**src/aeske_pkg.sv**
```systemverilog
// ----------------------------------------------------------------------------
// aes key expansion package
// key size codes, s-box table and word-level helpers
// ----------------------------------------------------------------------------
package aeske_pkg;

  typedef enum logic [1:0] {
    KEY_128 = 2'd0,
    KEY_192 = 2'd1,
    KEY_256 = 2'd2
  } key_size_e;

  localparam int unsigned KeyWordW  = 32;
  localparam int unsigned SchedIdxW = 6;
  localparam int unsigned KeyIdxW   = 3;
  localparam int unsigned RoundW    = 4;

  localparam logic [KeyIdxW-1:0]   NkM1Key128   = 3'd3;
  localparam logic [KeyIdxW-1:0]   NkM1Key192   = 3'd5;
  localparam logic [KeyIdxW-1:0]   NkM1Key256   = 3'd7;
  localparam logic [SchedIdxW-1:0] LastIdx128   = 6'd43;
  localparam logic [SchedIdxW-1:0] LastIdx192   = 6'd51;
  localparam logic [SchedIdxW-1:0] LastIdx256   = 6'd59;
  localparam logic [KeyIdxW-1:0]   SubOnlySlot  = 3'd4;

  localparam logic [7:0] SBOX [256] = '{
    8'h63, 8'h7c, 8'h77, 8'h7b, 8'hf2, 8'h6b, 8'h6f, 8'hc5,
    8'h30, 8'h01, 8'h67, 8'h2b, 8'hfe, 8'hd7, 8'hab, 8'h76,
    8'hca, 8'h82, 8'hc9, 8'h7d, 8'hfa, 8'h59, 8'h47, 8'hf0,
    8'had, 8'hd4, 8'ha2, 8'haf, 8'h9c, 8'ha4, 8'h72, 8'hc0,
    8'hb7, 8'hfd, 8'h93, 8'h26, 8'h36, 8'h3f, 8'hf7, 8'hcc,
    8'h34, 8'ha5, 8'he5, 8'hf1, 8'h71, 8'hd8, 8'h31, 8'h15,
    8'h04, 8'hc7, 8'h23, 8'hc3, 8'h18, 8'h96, 8'h05, 8'h9a,
    8'h07, 8'h12, 8'h80, 8'he2, 8'heb, 8'h27, 8'hb2, 8'h75,
    8'h09, 8'h83, 8'h2c, 8'h1a, 8'h1b, 8'h6e, 8'h5a, 8'ha0,
    8'h52, 8'h3b, 8'hd6, 8'hb3, 8'h29, 8'he3, 8'h2f, 8'h84,
    8'h53, 8'hd1, 8'h00, 8'hed, 8'h20, 8'hfc, 8'hb1, 8'h5b,
    8'h6a, 8'hcb, 8'hbe, 8'h39, 8'h4a, 8'h4c, 8'h58, 8'hcf,
    8'hd0, 8'hef, 8'haa, 8'hfb, 8'h43, 8'h4d, 8'h33, 8'h85,
    8'h45, 8'hf9, 8'h02, 8'h7f, 8'h50, 8'h3c, 8'h9f, 8'ha8,
    8'h51, 8'ha3, 8'h40, 8'h8f, 8'h92, 8'h9d, 8'h38, 8'hf5,
    8'hbc, 8'hb6, 8'hda, 8'h21, 8'h10, 8'hff, 8'hf3, 8'hd2,
    8'hcd, 8'h0c, 8'h13, 8'hec, 8'h5f, 8'h97, 8'h44, 8'h17,
    8'hc4, 8'ha7, 8'h7e, 8'h3d, 8'h64, 8'h5d, 8'h19, 8'h73,
    8'h60, 8'h81, 8'h4f, 8'hdc, 8'h22, 8'h2a, 8'h90, 8'h88,
    8'h46, 8'hee, 8'hb8, 8'h14, 8'hde, 8'h5e, 8'h0b, 8'hdb,
    8'he0, 8'h32, 8'h3a, 8'h0a, 8'h49, 8'h06, 8'h24, 8'h5c,
    8'hc2, 8'hd3, 8'hac, 8'h62, 8'h91, 8'h95, 8'he4, 8'h79,
    8'he7, 8'hc8, 8'h37, 8'h6d, 8'h8d, 8'hd5, 8'h4e, 8'ha9,
    8'h6c, 8'h56, 8'hf4, 8'hea, 8'h65, 8'h7a, 8'hae, 8'h08,
    8'hba, 8'h78, 8'h25, 8'h2e, 8'h1c, 8'ha6, 8'hb4, 8'hc6,
    8'he8, 8'hdd, 8'h74, 8'h1f, 8'h4b, 8'hbd, 8'h8b, 8'h8a,
    8'h70, 8'h3e, 8'hb5, 8'h66, 8'h48, 8'h03, 8'hf6, 8'h0e,
    8'h61, 8'h35, 8'h57, 8'hb9, 8'h86, 8'hc1, 8'h1d, 8'h9e,
    8'he1, 8'hf8, 8'h98, 8'h11, 8'h69, 8'hd9, 8'h8e, 8'h94,
    8'h9b, 8'h1e, 8'h87, 8'he9, 8'hce, 8'h55, 8'h28, 8'hdf,
    8'h8c, 8'ha1, 8'h89, 8'h0d, 8'hbf, 8'he6, 8'h42, 8'h68,
    8'h41, 8'h99, 8'h2d, 8'h0f, 8'hb0, 8'h54, 8'hbb, 8'h16
  };

  function automatic logic [KeyWordW-1:0] sub_word(input logic [KeyWordW-1:0] w);
    sub_word = {SBOX[w[31:24]], SBOX[w[23:16]], SBOX[w[15:8]], SBOX[w[7:0]]};
  endfunction

  function automatic logic [KeyWordW-1:0] rot_word(input logic [KeyWordW-1:0] w);
    rot_word = {w[23:0], w[31:24]};
  endfunction

  // round constant for the word at round n (n counts from one)
  function automatic logic [7:0] rcon(input logic [RoundW-1:0] n);
    logic [7:0] r;
    r = 8'h36;
    case (n)
      4'd1:    r = 8'h01;
      4'd2:    r = 8'h02;
      4'd3:    r = 8'h04;
      4'd4:    r = 8'h08;
      4'd5:    r = 8'h10;
      4'd6:    r = 8'h20;
      4'd7:    r = 8'h40;
      4'd8:    r = 8'h80;
      4'd9:    r = 8'h1b;
      default: r = 8'h36;
    endcase
    rcon = r;
  endfunction

endpackage

```
**src/aeske_ram.sv**
```systemverilog
// ----------------------------------------------------------------------------
// aes key expansion ram
// generic single-write, single-read ram with registered read data
// ----------------------------------------------------------------------------
module aeske_ram #(
  parameter int unsigned Width = 32,
  parameter int unsigned Depth = 8
) (
  input  logic                     clk_i,
  input  logic                     we_i,
  input  logic [$clog2(Depth)-1:0] waddr_i,
  input  logic [Width-1:0]         wdata_i,
  input  logic [$clog2(Depth)-1:0] raddr_i,
  output logic [Width-1:0]         rdata_o
);

  logic [Width-1:0] mem_q [Depth];

  always_ff @(posedge clk_i) begin
    if (we_i) begin
      mem_q[waddr_i] <= wdata_i;
    end
    rdata_o <= mem_q[raddr_i];
  end

endmodule

```
**src/aes_key_expansion_core.sv**
```systemverilog
// ----------------------------------------------------------------------------
// aes key expansion core
// stores 128, 192 or 256-bit keys word by word and streams the round-key
// schedule when the last key word is written
//
//   channel  | direction | handshake                 | payload
//   ---------+-----------+---------------------------+------------------------------
//   key      | in        | start high, busy low      | key_word_i, key_word_index_i
//   schedule | out       | result_valid_o, one cycle | round_key_word_o,
//            |           |                           | schedule_index_o, last_word_o
//   config   | in/out    | apb write access phase    | key_size_sel at byte 0
//
// a key word that is not the last one for the key size is only stored
// the last key word starts 44, 52 or 60 schedule words, one per cycle; the
// first word trails the request; read issue, ram read and output register
// set the delay
// busy stays high until the last schedule word has been computed
// reset clears control state only; ram contents are undefined until written
// ----------------------------------------------------------------------------
module aes_key_expansion_core (
  input  logic                               clk_i,
  input  logic                               rst_ni,
  input  logic                               start,
  output logic                               busy,
  input  logic [aeske_pkg::KeyWordW-1:0]     key_word_i,
  input  logic [aeske_pkg::KeyIdxW-1:0]      key_word_index_i,
  output logic                               result_valid_o,
  output logic [aeske_pkg::KeyWordW-1:0]     round_key_word_o,
  output logic [aeske_pkg::SchedIdxW-1:0]    schedule_index_o,
  output logic                               last_word_o,
  input  logic                               psel,
  input  logic                               penable,
  input  logic                               pwrite,
  input  logic [2:0]                         paddr,
  input  logic [31:0]                        pwdata,
  output logic [31:0]                        prdata,
  output logic                               pready
);
  import aeske_pkg::*;

  logic [1:0]           key_size_sel_q;
  logic [KeyIdxW-1:0]   nk_m1;
  logic [SchedIdxW-1:0] last_idx;
  logic                 sub_only_en;

  logic                 req_acc;
  logic                 cfg_wr;

  logic                 iss_active_q, iss_active_d;
  logic [SchedIdxW-1:0] iss_idx_q, iss_idx_d;
  logic [KeyIdxW-1:0]   iss_slot_q, iss_slot_d;
  logic [RoundW-1:0]    iss_rnd_q, iss_rnd_d;

  logic                 c_valid_q;
  logic [SchedIdxW-1:0] c_idx_q;
  logic [KeyIdxW-1:0]   c_slot_q;
  logic [RoundW-1:0]    c_rnd_q;

  logic [KeyWordW-1:0]  prev_q;
  logic [KeyWordW-1:0]  key_rdata;
  logic [KeyWordW-1:0]  win_rdata;
  logic [KeyWordW-1:0]  word_d;

  logic                 out_valid_q;
  logic [KeyWordW-1:0]  out_word_q;
  logic [SchedIdxW-1:0] out_idx_q;
  logic                 out_last_q;

  always_comb begin
    unique case (key_size_sel_q)
      KEY_128: begin
        nk_m1    = NkM1Key128;
        last_idx = LastIdx128;
      end
      KEY_192: begin
        nk_m1    = NkM1Key192;
        last_idx = LastIdx192;
      end
      default: begin
        nk_m1    = NkM1Key256;
        last_idx = LastIdx256;
      end
    endcase
  end

  assign sub_only_en = (nk_m1 == NkM1Key256);

  // configuration port
  assign pready = 1'b1;
  assign cfg_wr = psel && penable && pwrite && !paddr[2];
  assign prdata = paddr[2] ? 32'd0 : {30'd0, key_size_sel_q};

  always_ff @(posedge clk_i or negedge rst_ni) begin
    if (!rst_ni) begin
      key_size_sel_q <= KEY_128;
    end else if (cfg_wr) begin
      key_size_sel_q <= pwdata[1:0];
    end
  end

  // request side
  assign busy    = iss_active_q || c_valid_q;
  assign req_acc = start && !busy;

  // read issue counters
  always_comb begin
    iss_active_d = iss_active_q;
    iss_idx_d    = iss_idx_q;
    iss_slot_d   = iss_slot_q;
    iss_rnd_d    = iss_rnd_q;
    if (iss_active_q) begin
      iss_idx_d = iss_idx_q + 6'd1;
      if (iss_slot_q == nk_m1) begin
        iss_slot_d = '0;
        iss_rnd_d  = iss_rnd_q + 4'd1;
      end else begin
        iss_slot_d = iss_slot_q + 3'd1;
      end
      if (iss_idx_q == last_idx) begin
        iss_active_d = 1'b0;
      end
    end else if (req_acc && (key_word_index_i == nk_m1)) begin
      iss_active_d = 1'b1;
      iss_idx_d    = '0;
      iss_slot_d   = '0;
      iss_rnd_d    = '0;
    end
  end

  always_ff @(posedge clk_i or negedge rst_ni) begin
    if (!rst_ni) begin
      iss_active_q <= 1'b0;
      iss_idx_q    <= '0;
      iss_slot_q   <= '0;
      iss_rnd_q    <= '0;
      c_valid_q    <= 1'b0;
      out_valid_q  <= 1'b0;
    end else begin
      iss_active_q <= iss_active_d;
      iss_idx_q    <= iss_idx_d;
      iss_slot_q   <= iss_slot_d;
      iss_rnd_q    <= iss_rnd_d;
      c_valid_q    <= iss_active_q;
      out_valid_q  <= c_valid_q;
    end
  end

  always_ff @(posedge clk_i) begin
    c_idx_q  <= iss_idx_q;
    c_slot_q <= iss_slot_q;
    c_rnd_q  <= iss_rnd_q;
  end

  // key store and sliding window of the last nk schedule words
  aeske_ram #(
    .Width(32),
    .Depth(8)
  ) u_key_ram (
    .clk_i  (clk_i),
    .we_i   (req_acc),
    .waddr_i(key_word_index_i),
    .wdata_i(key_word_i),
    .raddr_i(iss_slot_q),
    .rdata_o(key_rdata)
  );

  aeske_ram #(
    .Width(32),
    .Depth(8)
  ) u_win_ram (
    .clk_i  (clk_i),
    .we_i   (c_valid_q),
    .waddr_i(c_slot_q),
    .wdata_i(word_d),
    .raddr_i(iss_slot_q),
    .rdata_o(win_rdata)
  );

  // schedule word; read and write slots of one cycle always differ
  always_comb begin
    priority if (c_rnd_q == '0) begin
      word_d = key_rdata;
    end else if (c_slot_q == '0) begin
      word_d = win_rdata ^ sub_word(rot_word(prev_q)) ^ {rcon(c_rnd_q), 24'd0};
    end else if (sub_only_en && (c_slot_q == SubOnlySlot)) begin
      word_d = win_rdata ^ sub_word(prev_q);
    end else begin
      word_d = win_rdata ^ prev_q;
    end
  end

  always_ff @(posedge clk_i) begin
    if (c_valid_q) begin
      prev_q     <= word_d;
      out_word_q <= word_d;
      out_idx_q  <= c_idx_q;
      out_last_q <= (c_idx_q == last_idx);
    end
  end

  assign result_valid_o   = out_valid_q;
  assign round_key_word_o = out_word_q;
  assign schedule_index_o = out_idx_q;
  assign last_word_o      = out_valid_q && out_last_q;

endmodule

```
**config.mk**
```make
export PLATFORM = sky130hd
export DESIGN_NAME = aes_key_expansion_core
export DESIGN_NICKNAME = d
export VERILOG_FILES = /design/src/aeske_pkg.sv /design/src/aeske_ram.sv /design/src/aes_key_expansion_core.sv
export SDC_FILE = /design/constraint.sdc
export NUM_CORES = 1
export LEC_CHECK = 0
export ABC_AREA = 1
export BUFFER_PORTS_ARGS = -buffer_cell sky130_fd_sc_hd__buf_2
export CAP_MARGIN = 20
export CORE_UTILIZATION = 30
export CTS_CLUSTER_SIZE = 10
export DETAILED_ROUTE_END_ITERATION = 10
export MAX_ROUTING_LAYER = met4
export PLACE_DENSITY = 0.52
export SLEW_MARGIN = 0
export SYNTH_ARGS = -nofsm -noshare
export SYNTH_HDL_FRONTEND = slang
export SYNTH_SLANG_ARGS = --single-unit
```
**constraint.sdc**
```tcl
create_clock -name clk_i -period 4.5 [get_ports clk_i]
set_input_delay 0.45 -clock clk_i [delete_from_list [all_inputs] [get_ports clk_i]]
set_output_delay 0.45 -clock clk_i [all_outputs]
set_load 0.03 [all_outputs]
```
==> flow_summary.yaml <==
worst_setup_path:
  r2r_end: "round_key_word_o[30]$_DFFE_PP_"
  worstPathRequired_ns: 4.80
  path_cells: "inv_2 > ha_1 > inv_1 > nand2_1 > nand3_1 > nand3_1 > nand3_1 > nand3_1 > nand3_1 > nand3_1 > nand2_1 > nor2_1 > nor2_1 > a21oi_1"
  cp-start-kind: "flop"
  crit_start: "round_key_word_o[16]$_DFFE_PP_"
  rr_worst_depth: 14
  path_max_fanout: 9
  critPathKind: "flop to flop"
  r2r-start: "round_key_word_o[16]$_DFFE_PP_"
  cp_top_family: "simple AND/OR/NAND/NOR gates"
  crit_top_cell: "nand3_1"
  slowest_delay_ns: 0.64
  crit_cells: 14
  crit_end: "round_key_word_o[30]$_DFFE_PP_"
  regToRegSetupSlack_ns: 0.74
  crit_buf_inv: 2
  cpMaxStageDelayCell: "a21oi_1"
  cp.arrival_ns: 4.06
  critPathCaptureType: "flop"
global_routing:
  grt.overflow.total: 0
  antenna_found_initial: 5
  grt_max_degree: 151
  grt_pass1_vias: 31971
  grt_util_met1: 0.308
  gr-usage-met3: 0.0319
  use_met2: 0.337
  grt_pass1_wl_mm: 209
  grt_usage: 0.223
  gr-max-usage-layer: "met2"
detailed_routing:
  totalWireLength_mm: 140
  post_drt_wl_per_cell_um: 22.1
  num_vias: 34350
  final_antenna_net_count: 0
  drt_iter0_drc: 4267
  drc: 0
  firstDrtPassIters: 9
  vias_per_cell: 5.44
timing:
  hold_violations: 0
  fmax_ghz: 0.266
  min_period_over_period: 0.837
  fin_crit_ns: 3.76
  maxSlewViolCount: 0
  rsz0062_at_grt: "no"
  skew_ns: 0.0483
  setup_ws_ns: 0.736
  slew_headroom: 0.274
  setup_viol: 0
  finalSetupTns_ns: 0
  tightestPinTransition_ns: 1.09
die:
  ios: 150
  initial_utilization: 0.304
  die_h_um: 354
  fp.dieArea_mm2: 0.125
  row_count: 128
  fp.coreArea_mm2: 0.122
  fp.dieW_um: 354
clock_network:
  cts_buffers: 77
  post_cts_buffers: 0
  cts_htree_levels: 3
  cts_tree: "built"
  worstSkewPairLatency_ns: 0.64
  cts_root_buf: "clkbuf_16"
  cts.repair.resized: 0
  clock_path_buffers: 3
  clkSinkCount: 654
  cts.clk_slew.worst_paths_ns: 0.05
  cts-hold-fix-buffers: 1
run:
  maxCapViolCount: 0
synth:
  async_flop_share: 0.0275
  synth_cell_types: 40
  yosysTopAreaCell: "edfxtp_1"
  synth_edf_count: 551
  synth_area_leaders: "edfxtp_1 (44%), nand3_1 (12%), nand2_1 (10%)"
  syn-mean-instance-area_um2: 8.00
  synth_top_area_frac: 0.445
  yosys_warnings: 0
  synthFlopType: "edfxtp_1"
  synth_area_mm2: 0.0372
  synth-seq-cells: 654
  synthCells: 4653
  synth-seq-area-share: 0.503
layout:
  syn_to_final_growth_pct: 12.1
  nets: 4774
  final_common_cell: "nand2_1"
  design_area_mm2: 0.0417
  drive_gt1_frac: 0.0757
  mostFrequentLayoutCells: "nand2_1 (1031), nand3_1 (925), nor2_1 (661)"
place:
  port_buffers: 86
  gp_congestion: 1.01
  placed_area_mm2: 0.0393
  dp_worst_setup_slack_ns: 0.896
  dp_hpwl_mm: 90.9
worst_hold_path:
  min_path_type: "input pin to flop"
status:
  status: "finished, final reports clean"
synthesized netlist by cell type (67+ instances only):
master and n:
nand3_1 925, nand2_1 1031, edfxtp_1 551, dfxtp_1 85
inv_1 181, o22ai_1 67, a21oi_1 158, ha_1 67
o21ai_0 349, clkbuf_1 145, buf_2 82, nor2_1 678
flip-flops by register name (all words and copies together) (netlist names), named ones only:
name               flops
c_slot_q               3
schedule_index_o       6
c_rnd_q                4
u_key_ram.mem_q      256
out_last_q             1
key_size_sel_q         2
u_win_ram.mem_q      256
c_valid_q              1
iss_rnd_q              4
iss_idx_q              6
u_win_ram.rdata_o     32
result_valid_o         1
c_idx_q                6
iss_active_q           1
iss_slot_q             3
u_key_ram.rdata_o     32
round_key_word_o      32
through the flow:
stage / utilization / cells / hold slack (ns)
finish: 0.341 / 6319 / 0.0769
CTS: 0.341 / 6316 / 0.0344
detailed placement: 0.322 / 6176 / 0.405
floorplan: - / 4682 / 0.154
global route: 0.341 / 6318 / 0.0522
global placement: 0.322 / 6176 / 0.404
per-layer routing:
| metal | part of all wire | routed length [um] |
|---|---|---|
| met4 | 0.030 | 4240 |
| met2 | 0.45 | 62900 |
| met1 | 0.44 | 61500 |
| met5 | 0 | 0 |
| met3 | 0.079 | 11000 |
worst min-delay path by stage:
stage,cells past startpoint,slack [ns],startpoint,to
after global placement,0,0.40,iss_idx_q[5]$_DFFE_PN0P_,c_idx_q[5]$_DFF_P_
after detailed placement,0,0.40,iss_idx_q[5]$_DFFE_PN0P_,c_idx_q[5]$_DFF_P_
after global routing,1,0.05,key_word_i[6],u_key_ram.mem_q[1][6]$_DFFE_PP_
after floorplan,0,0.15,rst_ni,c_valid_q$_DFF_PN0_
final,1,0.08,key_word_i[19],u_key_ram.mem_q[0][19]$_DFFE_PP_
after CTS,1,0.03,key_word_i[19],u_key_ram.mem_q[0][19]$_DFFE_PP_
layout make-up:
cell class | instances | area, um2
repair buffers | 202 | 1470
multi-input cells | 3493 | 16400
inverters | 203 | 779
diodes | 3 | 7.51
clock inverters | 11 | 228
fillers | 13006 | 80600
well taps | 1625 | 2030
flip-flops and latches | 654 | 18700
clock buffers | 128 | 2130
kinds of logic (layout without fill, tap and decap cells):
family                   count (synthesis)  after routing  synth area share
adder cells (fa/ha/maj)                 67             67            0.0225
buffers and inverters                  535            544            0.0642
AO/OA/AOI/OAI                          687            687            0.0996
AND/OR/NAND/NOR                       2692           2692             0.307
flip-flops                             654            654             0.503
XOR/XNOR                                16             16           0.00377
other                                    2             34          0.000202
Power is not shown: default switching activity piles up to over one toggle a cycle in this logic, so the estimate is an artifact.
